**src/hdl/lshs_pkg.sv**
```systemverilog
// Shared types and codes for the limit switch homing sequencer.
// No dependencies; imported by every module of the block.
`default_nettype none

package lshs_pkg;

	// Register widths and configuration port layout.
	localparam int unsigned LIMIT_W   = 12;
	localparam int unsigned CFG_IDX_W = 2;

	// Configuration register indexes.
	localparam logic [CFG_IDX_W-1:0] CFG_MOVE_OFF = 2'd0;
	localparam logic [CFG_IDX_W-1:0] CFG_RELEASE  = 2'd1;
	localparam logic [CFG_IDX_W-1:0] CFG_SEARCH   = 2'd2;

	// Reset values of the limits.
	localparam logic [LIMIT_W-1:0] MOVE_OFF_RST = 12'd300;
	localparam logic [LIMIT_W-1:0] RELEASE_RST  = 12'd200;
	localparam logic [LIMIT_W-1:0] SEARCH_RST   = 12'd1000;

	// Motor drive codes.
	localparam logic [1:0] DRV_STOP = 2'd0;
	localparam logic [1:0] DRV_CW   = 2'd1;
	localparam logic [1:0] DRV_CCW  = 2'd2;

	// Switch codes.
	localparam logic [1:0] HIT_NONE = 2'd0;
	localparam logic [1:0] HIT_DOWN = 2'd1;
	localparam logic [1:0] HIT_UP   = 2'd2;

	// Status codes.
	localparam logic [2:0] ST_NEVER   = 3'd0;
	localparam logic [2:0] ST_RUNNING = 3'd1;
	localparam logic [2:0] ST_OK      = 3'd2;
	localparam logic [2:0] ST_STUCK   = 3'd3;
	localparam logic [2:0] ST_CW_TO   = 3'd4;
	localparam logic [2:0] ST_NO_REL  = 3'd5;
	localparam logic [2:0] ST_CCW_TO  = 3'd6;

	// Sequencer phases, one-hot.
	typedef enum logic [6:0] {
		PH_IDLE       = 7'b0000001,
		PH_OFF_CW     = 7'b0000010,
		PH_OFF_CCW    = 7'b0000100,
		PH_SEARCH_CW  = 7'b0001000,
		PH_REL_CCW    = 7'b0010000,
		PH_REL_CW     = 7'b0100000,
		PH_SEARCH_CCW = 7'b1000000
	} phase_t;

	// Current limit settings.
	typedef struct packed {
		logic [LIMIT_W-1:0] move_off_limit;
		logic [LIMIT_W-1:0] release_limit;
		logic [LIMIT_W-1:0] search_limit;
	} cfg_t;

	// One result item.
	typedef struct packed {
		logic [1:0] motor_drive;
		logic       busy_res;
		logic [2:0] status;
		logic [1:0] clockwise_hit;
		logic [1:0] counter_hit;
	} result_t;

endpackage

`default_nettype wire

```
**src/hdl/limit_switch_homing_sequencer.sv**
```systemverilog
// Homing sequencer for a servo between two limit switches: top level.
// Depends on lshs_pkg, lshs_cfg and lshs_core.
//
// Every accepted item (a start command or a poll tick with both switch
// levels) yields exactly one result item. An item is registered on input,
// then applied to the sequencer state as it lands in the output register.
// A new item is taken every cycle unless the consumer stalls the output.
// The three tick limits must be written through the configuration port
// only while the block is idle; the block itself does not enforce it.
`default_nettype none

module limit_switch_homing_sequencer
	import lshs_pkg::*;
(
	input  wire logic                 clk,
	input  wire logic                 arst_n,
	input  wire logic                 in_valid,
	output logic                      in_ready,
	input  wire logic                 command,
	input  wire logic                 down_pressed,
	input  wire logic                 up_pressed,
	output logic                      out_valid,
	input  wire logic                 out_ready,
	output logic [1:0]                motor_drive,
	output logic                      busy_res,
	output logic [2:0]                status,
	output logic [1:0]                clockwise_hit,
	output logic [1:0]                counter_hit,
	input  wire logic                 cfg_we,
	input  wire logic [CFG_IDX_W-1:0] cfg_index,
	input  wire logic [LIMIT_W-1:0]   cfg_data
);

	cfg_t    cfg;
	result_t result;
	result_t out_q;
	logic    valid_s1, command_s1, down_s1, up_s1;
	logic    out_valid_q;
	logic    advance;

	lshs_cfg u_cfg (
		.clk       (clk),
		.arst_n    (arst_n),
		.cfg_we    (cfg_we),
		.cfg_index (cfg_index),
		.cfg_data  (cfg_data),
		.cfg       (cfg)
	);

	// The stage-one item moves on whenever the output register is free.
	assign advance  = !out_valid_q || out_ready;
	assign in_ready = !valid_s1 || advance;

	// Input register.
	always_ff @(posedge clk or negedge arst_n) begin
		if (!arst_n) begin
			valid_s1 <= 1'b0;
		end else if (in_ready) begin
			valid_s1 <= in_valid;
		end
	end

	always_ff @(posedge clk) begin
		if (in_ready && in_valid) begin
			command_s1 <= command;
			down_s1    <= down_pressed;
			up_s1      <= up_pressed;
		end
	end

	lshs_core u_core (
		.clk          (clk),
		.arst_n       (arst_n),
		.step         (valid_s1 && advance),
		.command      (command_s1),
		.down_pressed (down_s1),
		.up_pressed   (up_s1),
		.cfg          (cfg),
		.result       (result)
	);

	// Output register.
	always_ff @(posedge clk or negedge arst_n) begin
		if (!arst_n) begin
			out_valid_q <= 1'b0;
		end else if (advance) begin
			out_valid_q <= valid_s1;
		end
	end

	always_ff @(posedge clk) begin
		if (valid_s1 && advance) begin
			out_q <= result;
		end
	end

	assign out_valid     = out_valid_q;
	assign motor_drive   = out_q.motor_drive;
	assign busy_res      = out_q.busy_res;
	assign status        = out_q.status;
	assign clockwise_hit = out_q.clockwise_hit;
	assign counter_hit   = out_q.counter_hit;

`ifndef ASSERT_OFF
	// A result is busy exactly when its status says running.
	a_busy_status: assert property (@(posedge clk) disable iff (!arst_n)
		out_valid_q |-> (busy_res == (status == ST_RUNNING)))
		else $error("busy flag disagrees with status");

	// The motor turns exactly while the sequence runs.
	a_drive_busy: assert property (@(posedge clk) disable iff (!arst_n)
		out_valid_q |-> (busy_res == (motor_drive != DRV_STOP)))
		else $error("motor drive disagrees with busy flag");

	// With an empty output register the input side never stalls.
	a_no_stall: assert property (@(posedge clk) disable iff (!arst_n)
		!out_valid_q |-> in_ready)
		else $error("input stalled with empty output register");

	// A held result does not change while the consumer stalls.
	a_hold: assert property (@(posedge clk) disable iff (!arst_n)
		out_valid_q && !out_ready |=> $stable(out_q))
		else $error("stalled result changed");
`endif

endmodule

`default_nettype wire

```
**src/hdl/lshs_cfg.sv**
```systemverilog
// Configuration registers of the homing sequencer: three tick limits.
// Depends on lshs_pkg.
`default_nettype none

module lshs_cfg
	import lshs_pkg::*;
(
	input  wire logic                 clk,
	input  wire logic                 arst_n,
	input  wire logic                 cfg_we,
	input  wire logic [CFG_IDX_W-1:0] cfg_index,
	input  wire logic [LIMIT_W-1:0]   cfg_data,
	output cfg_t                      cfg
);

	cfg_t cfg_q;

	// Write the addressed limit; an index past the last register is dropped.
	always_ff @(posedge clk or negedge arst_n) begin
		if (!arst_n) begin
			cfg_q.move_off_limit <= MOVE_OFF_RST;
			cfg_q.release_limit  <= RELEASE_RST;
			cfg_q.search_limit   <= SEARCH_RST;
		end else if (cfg_we) begin
			case (cfg_index)
				CFG_MOVE_OFF: cfg_q.move_off_limit <= cfg_data;
				CFG_RELEASE:  cfg_q.release_limit  <= cfg_data;
				CFG_SEARCH:   cfg_q.search_limit   <= cfg_data;
				default: ;
			endcase
		end
	end

	assign cfg = cfg_q;

endmodule

`default_nettype wire

```
**src/hdl/lshs_core.sv**
```systemverilog
// Sequencer state and next-state logic: applies one item per step.
// Depends on lshs_pkg.
`default_nettype none

module lshs_core
	import lshs_pkg::*;
(
	input  wire logic clk,
	input  wire logic arst_n,
	input  wire logic step,
	input  wire logic command,
	input  wire logic down_pressed,
	input  wire logic up_pressed,
	input  wire cfg_t cfg,
	output result_t   result
);

	phase_t             phase_q, phase_d;
	logic [LIMIT_W-1:0] elapsed_q, elapsed_d, elapsed_inc;
	logic [1:0]         first_hit_q, first_hit_d;
	logic [1:0]         second_hit_q, second_hit_d;
	logic [2:0]         result_q, result_d;
	logic               any_pressed, still_pressed;
	logic [1:0]         hit_now;
	logic               over_move, over_release, over_search;

	// Switch decode and limit compares against the incremented count.
	always_comb begin
		any_pressed   = down_pressed | up_pressed;
		still_pressed = (first_hit_q == HIT_DOWN) ? down_pressed : up_pressed;
		hit_now       = up_pressed ? HIT_UP : (down_pressed ? HIT_DOWN : HIT_NONE);
		elapsed_inc   = elapsed_q + 1'b1;
		over_move     = elapsed_inc >= cfg.move_off_limit;
		over_release  = elapsed_inc >= cfg.release_limit;
		over_search   = elapsed_inc >= cfg.search_limit;
	end

	// Next state for the item at hand.
	always_comb begin
		phase_d      = phase_q;
		elapsed_d    = elapsed_q;
		first_hit_d  = first_hit_q;
		second_hit_d = second_hit_q;
		result_d     = result_q;
		if (command && phase_q == PH_IDLE) begin
			result_d     = ST_RUNNING;
			second_hit_d = HIT_NONE;
			elapsed_d    = '0;
			phase_d      = any_pressed ? PH_OFF_CW : PH_SEARCH_CW;
		end else begin
			case (phase_q)
				PH_OFF_CW: begin
					if (!any_pressed) begin
						phase_d   = PH_SEARCH_CW;
						elapsed_d = '0;
					end else if (over_move) begin
						phase_d   = PH_OFF_CCW;
						elapsed_d = '0;
					end else begin
						elapsed_d = elapsed_inc;
					end
				end
				PH_OFF_CCW: begin
					if (!any_pressed) begin
						phase_d   = PH_SEARCH_CW;
						elapsed_d = '0;
					end else if (over_move) begin
						phase_d   = PH_IDLE;
						elapsed_d = '0;
						result_d  = ST_STUCK;
					end else begin
						elapsed_d = elapsed_inc;
					end
				end
				PH_SEARCH_CW: begin
					if (any_pressed) begin
						first_hit_d = hit_now;
						phase_d     = PH_REL_CCW;
						elapsed_d   = '0;
					end else if (over_search) begin
						phase_d   = PH_IDLE;
						elapsed_d = '0;
						result_d  = ST_CW_TO;
					end else begin
						elapsed_d = elapsed_inc;
					end
				end
				PH_REL_CCW: begin
					if (!still_pressed) begin
						phase_d   = PH_SEARCH_CCW;
						elapsed_d = '0;
					end else if (over_release) begin
						phase_d   = PH_REL_CW;
						elapsed_d = '0;
					end else begin
						elapsed_d = elapsed_inc;
					end
				end
				PH_REL_CW: begin
					if (!still_pressed) begin
						phase_d   = PH_SEARCH_CCW;
						elapsed_d = '0;
					end else if (over_release) begin
						phase_d   = PH_IDLE;
						elapsed_d = '0;
						result_d  = ST_NO_REL;
					end else begin
						elapsed_d = elapsed_inc;
					end
				end
				PH_SEARCH_CCW: begin
					if (any_pressed) begin
						second_hit_d = hit_now;
						phase_d      = PH_IDLE;
						elapsed_d    = '0;
						result_d     = ST_OK;
					end else if (over_search) begin
						phase_d   = PH_IDLE;
						elapsed_d = '0;
						result_d  = ST_CCW_TO;
					end else begin
						elapsed_d = elapsed_inc;
					end
				end
				default: begin
					phase_d   = PH_IDLE;
					elapsed_d = '0;
				end
			endcase
		end
	end

	// State registers advance once per item.
	always_ff @(posedge clk or negedge arst_n) begin
		if (!arst_n) begin
			phase_q      <= PH_IDLE;
			elapsed_q    <= '0;
			first_hit_q  <= HIT_NONE;
			second_hit_q <= HIT_NONE;
			result_q     <= ST_NEVER;
		end else if (step) begin
			phase_q      <= phase_d;
			elapsed_q    <= elapsed_d;
			first_hit_q  <= first_hit_d;
			second_hit_q <= second_hit_d;
			result_q     <= result_d;
		end
	end

	// The result shows the state after the item is applied.
	always_comb begin
		case (phase_d)
			PH_OFF_CW, PH_SEARCH_CW, PH_REL_CW:      result.motor_drive = DRV_CW;
			PH_OFF_CCW, PH_REL_CCW, PH_SEARCH_CCW:   result.motor_drive = DRV_CCW;
			default:                                 result.motor_drive = DRV_STOP;
		endcase
		result.busy_res      = (phase_d != PH_IDLE);
		result.status        = result_d;
		result.clockwise_hit = first_hit_d;
		result.counter_hit   = second_hit_d;
	end

endmodule

`default_nettype wire
```
**config.mk**
```make
export PLATFORM = sky130hd
export DESIGN_NAME = limit_switch_homing_sequencer
export DESIGN_NICKNAME = d
export VERILOG_FILES = /design/src/hdl/lshs_pkg.sv /design/src/hdl/limit_switch_homing_sequencer.sv /design/src/hdl/lshs_cfg.sv /design/src/hdl/lshs_core.sv
export SDC_FILE = /design/constraint.sdc
export NUM_CORES = 1
export LEC_CHECK = 0
export BUFFER_PORTS_ARGS = -buffer_cell sky130_fd_sc_hd__buf_4
export CAP_MARGIN = 15
export CELL_PAD_IN_SITES_DETAIL_PLACEMENT = 0
export CELL_PAD_IN_SITES_GLOBAL_PLACEMENT = 1
export CORE_MARGIN = 2
export CORE_UTILIZATION = 51
export CTS_BUF_LIST = sky130_fd_sc_hd__clkbuf_16
export DETAILED_ROUTE_END_ITERATION = 12
export PLACE_DENSITY_LB_ADDON = 0.1
export SYNTH_ARGS = -nofsm -noshare
export SYNTH_HDL_FRONTEND = slang
export SYNTH_SLANG_ARGS = --single-unit
```
**constraint.sdc**
```tcl
create_clock -name clk -period 9.6 [get_ports clk]
set_input_delay 1.92 -clock clk [delete_from_list [all_inputs] [get_ports clk]]
set_output_delay 1.92 -clock clk [all_outputs]
set_load 0.005 [all_outputs]
```
==> results of run 1 <==
==> worst min path at each step <==
stage | from | end | depth (start not counted)
2_1_floorplan | u_core.second_hit_q[0] | u_core.second_hit_q[0] | 2
3_3_place_gp | u_core.second_hit_q[1] | u_core.second_hit_q[1] | 2
3_5_place_dp | u_core.second_hit_q[1] | u_core.second_hit_q[1] | 2
4_1_cts | u_core.second_hit_q[1] | u_core.second_hit_q[1] | 2
5_1_grt | u_core.result_q[1] | u_core.result_q[1] | 2
6_report | u_core.result_q[1] | u_core.result_q[1] | 2
==> registers in the layout, indices dropped and copies added (netlist names), 2 cells and up <==
signal,count
u_core.result_q,3
u_core.first_hit_q,2
counter_hit,2
u_core.elapsed_q,12
u_core.phase_q,7
u_core.second_hit_q,2
clockwise_hit,2
u_cfg.cfg,36
status,3
motor_drive,2
==> cells in the mapped netlist, drive strengths merged, types with 4 or more instances <==
master	number	area, um2
dfrtp	50	1250
a21o	4	30.0
clkbuf	9	35.0
inv	36	135
dfstp	14	368
nand2b	12	75.1
xor2	5	43.8
nand4	5	31.3
and3	6	37.5
a22o	4	35.0
xnor2	6	52.6
o21ai	35	209
buf	5	33.8
edfxtp	13	390
mux2	27	304
nor3	4	20.0
a21oi	22	121
ha	37	463
a211oi	5	50.1
nor2	20	75.1
nand2	66	255
nand3	6	30.0
==> critical path, cell delays in order <==
cell and delay (ns):
buf_4 0.11, nand3b_1 0.18, buf_4 0.16
==> area by class of cell <==
class | count | area share (%)
Multi-Input combinational cell | 315 | 44.1
Clock inverter | 5 | 0.485
Clock buffer | 11 | 5.34
Sequential cell | 77 | 39.0
Inverter | 37 | 2.69
Timing Repair Buffer | 37 | 5.78
Tap cell | 108 | 2.62
==> per-layer routing <==
layer | up-vias | part of all wire, %
li1 | 1640 | -
met1 | 1612 | 47
met2 | 58 | 48
met3 | 10 | 3.7
met4 | 0 | 0.93
met5 | - | 0
==> power groups by stage <==
stage	clock (uW)	sequential [uW]	combinational, uW
after floorplan	0	414	139
after global placement	0	422	186
after detailed placement	0	424	190
after CTS	345	419	192
after global routing	356	425	219
final	335	419	193
==> through the flow <==
stage | setup slack [ns] | total power [uW] | hold WS [ns] | area, um2 | util [%]
after global routing | 5.18 | 1000 | 0.516 | 5160 | 59.7
after global placement | 5.34 | 608 | 0.462 | 4830 | 55.9
after floorplan | 5.59 | 553 | 0.447 | 4490 | -
after CTS | 5.32 | 956 | 0.493 | 5130 | 59.4
after detailed placement | 5.28 | 614 | 0.480 | 4830 | 55.9
final | 5.32 | 947 | 0.497 | 5160 | 59.7
==> kinds of logic (layout without fill, tap and decap cells) <==
logic type | count (synthesis) | after routing | share of synthesized area, %
AO/OA/AOI/OAI | 98 | 98 | 15.6
XOR/XNOR | 11 | 11 | 2.15
adder cells (fa/ha/maj) | 37 | 37 | 10.3
buffers and inverters | 51 | 90 | 4.63
flip-flops | 77 | 77 | 44.8
multiplexers | 29 | 29 | 7.22
AND/OR/NAND/NOR | 140 | 140 | 15.3
==> placed cells by master, fill, tap and decap left out, types with 14 or more instances in the layout <==
cell type,n
ha_1,37
dfrtp_1,50
a21oi_1,21
buf_4,36
inv_1,38
nor2_1,20
dfstp_2,14
nand2_1,65
mux2_2,27
o21ai_0,20
==> results.md, run 1 <==
- Yosys cell types: 61
- RSZ-0062 raised after global routing: no
- Number of core rows: 34
- Starting density of the core: 52.0%
- Crit path from: out_ready
- Fin. Hold Viols: 0
- Sequential Area: 2010 um2
- Via-to-Cell Ratio: 5.63
- Synth async-reset ratio: 83.1%
- Die footprint: 9560 um2
- Worst setup path category: in -> out
- Cells after Synth: 443
- Die Wd: 97.8 um
- Leak: 0.00241 uW
- CP Capture Type: primary output
- Post-CTS resize count: 0
- Top_reg_cell synth: dfrtp_1
- CP Data Required Time: 7.68 ns
- Hold Path Class: reg -> reg
- Maximum level of the CTS H-tree: 3
- Post-Route Skew: 0.0120 ns
- RR Startpoint: u_core.elapsed_q[2]
- Setup Fix Bufs, Post-CTS: 0
- Layout area overhead: 14.9%
- Met1 Track Usage GR: 30.0%
- Die height: 97.8 um
- Sequential area share after synthesis: 44.8%
- Setup tns final: 0 ns
- Layout cells sized above 1: 23.4%
- Grt met3 use: 4.58%
- Routed Antenna Nets: 0
- Critical Path AT: 2.36 ns
- Post-synthesis sequential element count: 77
- CTS hold repair buffers: 0
- Worst-skew pair later-pin latency: 0.34 ns
- Seq pwr share: 44.2%
- Global routing's busiest layer: met2
- CTS tree: done
- Part of the power in combinational logic: 20.4%
- Clk sink count: 77
- Power density cells: 184 nW/um2
- Peak VDD IR: 0.0000904 V
- Clock Power Share: 35.4%
- F_max: 0.234 GHz
- Synth warn: 0
- Pre-antenna DRT Iters: 4
- Cell Area, Synth: 4490 um2
- Placed cell count: 573
- Worst Setup EP: in_ready
- GRT Residual Overflow: 0
- Hpwl dp: 6640 um
- Period utilization: 44.6%
- # Max-Cap Violations: 0
- Status: finished clean
- Core box area: 8640 um2
- Worst-path fanout max: 3
- Fin nets: 536
- Non-Filler Instances: 590
- Worst slew pin tran: 0.976 ns
- Antenna Cells: 0
- Routability cong.: 0.786
- Clock root buffer: clkbuf_16
- Critical path launch point type: primary input
- CTS Buf Count: 9
- Initial DRC count: 192
- Total Wirelength: 9420 um
- Multi-input gate area: 2270 um2
- I/O pin cnt: 34
- Fillers: 742
- Worst R2R End: motor_drive[1]
- Sw Ratio: 28.3%
- Drt drc: 0
- Post-synth EDFFs: 13
- Total vias in the final route: 3,320
- Avg WL per Cell: 16.0 um
- Global Route Usage Sum: 21.2%
- Mean cell area of the mapped netlist: 10.1 um2
- Slew margin rel.: 34.8%
- Syn_nets: 502
- GR Layer Usage met2: 33.4%
- Switch Pwr: 268 uW
- R2R cell count: 12
- Setup violators final: 0
- I/O Buffers: 33
- Reg-to-reg slack, setup: 5.42 ns
- Int Power: 679 uW
- Vias in the first global route: 3,227
- Max-slew violations: 0
- Clk slew on worst S/H paths: 0.06 ns
- CTS Buffer Depth: 2
- Largest net degree at the start of global routing: 65
- Initial antenna violation count: 0
- Global-route wire length before repair: 16,200 um
- Final min period: 4.28 ns
(Power assumes the default switching activity.)
==> run 2, diff against run 1 <==
ABC_AREA = 1   (was unset)
CORE_UTILIZATION = 41   (was 51)
clock period = 3.8 ns   (was 9.6 ns; I/O delays follow)
==> run 2 against run 1 <==
Via count up 12%. Sequential cell count did not move. Critical path depth up 15. Final area up 3.2%. Sequential power rose to 2.6 times the previous value. Worst setup slack got worse by 4.7 ns. Power grew to 2.7 times the previous value. Global-route usage down 3.1 points. Worst hold slack got worse by 0.016 ns. Area after synthesis up 3.9%. Critical path type is now reg -> reg. Largest cell class unchanged. Largest power group unchanged.
==> results.md, run 2 <==
- Global-route wire length before repair: 17,800 um (was 16,200 um)
- Setup violators final: 0 (unchanged)
- Die footprint: 12,200 um2 (was 9560 um2)
- Initial DRC count: 160 (was 192)
- RR Startpoint: u_core.elapsed_q[0] (was u_core.elapsed_q[2])
- Top cell type by total area after synthesis: dfrtp_1 (unchanged)
- Clk sink count: 77 (unchanged)
- DR top layer: met4 (unchanged)
- Layout cells sized above 1: 15.0% (was 23.4%)
- Total power: 2590 uW (was 947 uW)
- CP Capture Type: flop (was primary output)
- Final core utilization: 48.4% (was 59.7%)
- Yosys top cell area share: 26.8% (was 27.9%)
- Largest net degree at the start of global routing: 65 (unchanged)
- Fin. Hold Viols: 0 (unchanged)
- Setup Fix Bufs, Post-CTS: 0 (unchanged)
- Hold Path Class: reg -> reg (unchanged)
- Max-slew violations: 0 (unchanged)
- Initial antenna violation count: 0 (unchanged)
- Antenna Cells: 0 (unchanged)
- Crit path from: u_core.elapsed_q[0] (was out_ready)
- Routability cong.: 0.828 (was 0.786)
- Total Wirelength: 10,400 um (was 9420 um)
- Slew margin rel.: 39.9% (was 34.8%)
- Routed Antenna Nets: 0 (unchanged)
- Top-count cell post-synth: nand2_1 (unchanged)
- Starting density of the core: 42.5% (was 52.0%)
- Hpwl dp: 7780 um (was 6640 um)
- GRT Residual Overflow: 0 (unchanged)
- Critical path launch point type: flop (was primary input)
- CTS hold repair buffers: 0 (unchanged)
- F_max: 0.312 GHz
- Worst setup path category: reg -> reg (was in -> out)
- Status: finished clean (unchanged)
- Setup tns final: 0 ns (unchanged)
- Maximum level of the CTS H-tree: 3 (unchanged)
- Post-CTS resize count: 0 (unchanged)
- R2R cell count: 18 (was 12)
- Reg-to-reg slack, setup: 0.60 ns (was 5.42 ns)
- Layout area overhead: 14.1% (was 14.9%)
- Post-synthesis sequential element count: 77 (unchanged)
- Syn_nets: 659 (was 502)
- Synth warn: 0 (unchanged)
- CTS tree: done (unchanged)
- CP Data Required Time: 3.88 ns (was 7.68 ns)
- Synth top cells by count: nand2_1, inv_1, dfrtp_1 (was nand2_1, dfrtp_1, ha_1)
- Die Wd: 111 um (was 97.8 um)
- RSZ-0062 raised after global routing: no (unchanged)
- Drt drc: 0 (unchanged)
- Worst-path fanout max: 6 (was 3)
- Period utilization: 84.3%
- Met2 wire length: 4810 um (was 4550 um)
- Pre-antenna DRT Iters: 6 (was 4)
- Sequential area share after synthesis: 43.1% (was 44.8%)
- M1 WL: 5160 um (was 4430 um)
- I/O pin cnt: 34 (unchanged)
- Post-Route Skew: 0.00723 ns (was 0.0120 ns)
- Cell Area, Synth: 4660 um2 (was 4490 um2)
- Peak VDD IR: 0.000270 V (was 0.0000904 V)
- Clk slew on worst S/H paths: 0.06 ns (about the same)
- Cells after Synth: 600 (was 443)
- Vias in the first global route: 3,687 (was 3,227)
- Top_reg_cell synth: dfrtp_1 (unchanged)
- Met3 wire len: 303 um (was 353 um)
- Total vias in the final route: 3,704 (was 3,320)
- I/O Buffers: 33 (unchanged)
- Avg WL per Cell: 13.3 um (was 16.0 um)
- Worst-skew pair later-pin latency: 0.34 ns (about the same)
- CTS Buffer Depth: 2 (unchanged)
- Die height: 111 um (was 97.8 um)
- Final min period: 3.20 ns
- Fin nets: 694 (was 536)
- Worst slew pin tran: 0.899 ns (was 0.976 ns)
- Clock root buffer: clkbuf_16 (unchanged)
- Number of core rows: 38 (was 34)
- Commonest non-fill, non-tap cells in the layout: nand2_1, inv_1, dfrtp_1 (was nand2_1, dfrtp_1, inv_1)
- Worst R2R End: motor_drive[0] (was motor_drive[1])
- Synth async-reset ratio: 83.1% (unchanged)
- Worst Setup EP: motor_drive[0] (was in_ready)
- Post-synth EDFFs: 13 (unchanged)
- Core box area: 11,000 um2 (was 8640 um2)
- Leak: 0.00287 uW (was 0.00241 uW)
- Power density cells: 488 nW/um2 (was 184 nW/um2)
- Via-to-Cell Ratio: 4.75 (was 5.63)
- Critical Path AT: 3.29 ns (was 2.36 ns)
- # Max-Cap Violations: 0 (unchanged)
- Commonest non-fill, non-tap cell in the layout: nand2_1 (unchanged)
- Top post-synthesis cells by area: dfrtp_1, nand2_1, ha_1 (was dfrtp_1, ha_1, edfxtp_1)
- Global Route Usage Sum: 18.2% (was 21.2%)
- Max reg flops: 36 (unchanged)
- Yosys cell types: 33 (was 61)
- Mean cell area of the mapped netlist: 7.77 um2 (was 10.1 um2)
- CTS Buf Count: 9 (unchanged)
run 2: critical path, stage by stage (launching register included):
cell and delay (ns):
dfrtp_1 0.43, nand3_1 0.14, nor2_1 0.22, nand2_1 0.12
nor3b_1 0.24, xor2_1 0.25, inv_1 0.12, ha_1 0.31
nand2_1 0.06, nor2_1 0.19, and2_1 0.15, nand2_1 0.05
nand4_1 0.21, nand2_1 0.11, inv_1 0.08, and2_1 0.12
nor2_1 0.04, nand2_1 0.05, nand3_1 0.06
run 2: per-layer routing:
| metal | vias to the layer above | GRT usage [%] |
|---|---|---|
| met4 | 0 | 5.25 |
| met1 | 1701 | 24.6 |
| met5 | - | 0 |
| li1 | 1949 | - |
| met2 | 46 | 29.2 |
| met3 | 8 | 4.06 |
run 2: per-stage QoR:
stage / instance area (um2) / hold WS, ns / cells / setup WS, ns
final: 5320 / 0.481 / 780 / 0.597
after global placement: 5060 / 0.464 / 764 / 0.666
after global routing: 5320 / 0.506 / 780 / 0.181
after floorplan: 4660 / 0.449 / 600 / 0.980
after CTS: 5320 / 0.484 / 780 / 0.582
after detailed placement: 5060 / 0.468 / 764 / 0.583
run 2: where the power goes:
part | total [uW] | internal [uW] | leakage, uW | switching (uW)
Sequential | 1110 | 1020 | 0.000927 | 92.4
Clock | 773 | 432 | 0.000134 | 340
Combinational | 707 | 262 | 0.00181 | 445
Total | 2590 | 1720 | 0.00287 | 878
run 2: final cells by class:
cell class | count | area (um2)
well taps | 140 | 175
repair buffers | 35 | 263
clock buffers | 9 | 225
flip-flops and latches | 77 | 2010
clock inverters | 7 | 35.0
inverters | 109 | 409
multi-input cells | 403 | 2200
fillers | 1104 | 5660
run 2: how the worst min path moves through the flow:
stage	startpoint	slack, ns	cells after the start	endpoint
floorplan	u_core.result_q[2]	0.45	2	u_core.result_q[2]
global placement	u_core.second_hit_q[0]	0.46	2	u_core.second_hit_q[0]
detailed placement	u_core.result_q[0]	0.47	2	u_core.result_q[0]
CTS	u_core.result_q[0]	0.48	2	u_core.result_q[0]
global route	u_core.second_hit_q[0]	0.51	2	u_core.second_hit_q[0]
finish	u_core.result_q[0]	0.48	2	u_core.result_q[0]
run 2: logic make-up after synthesis:
group,synth area share [%]
flip-flops,43.1
AND/OR/NAND/NOR,25.9
XOR/XNOR,1.88
adder cells (fa/ha/maj),9.93
AO/OA/AOI/OAI,9.47
buffers and inverters,9.69
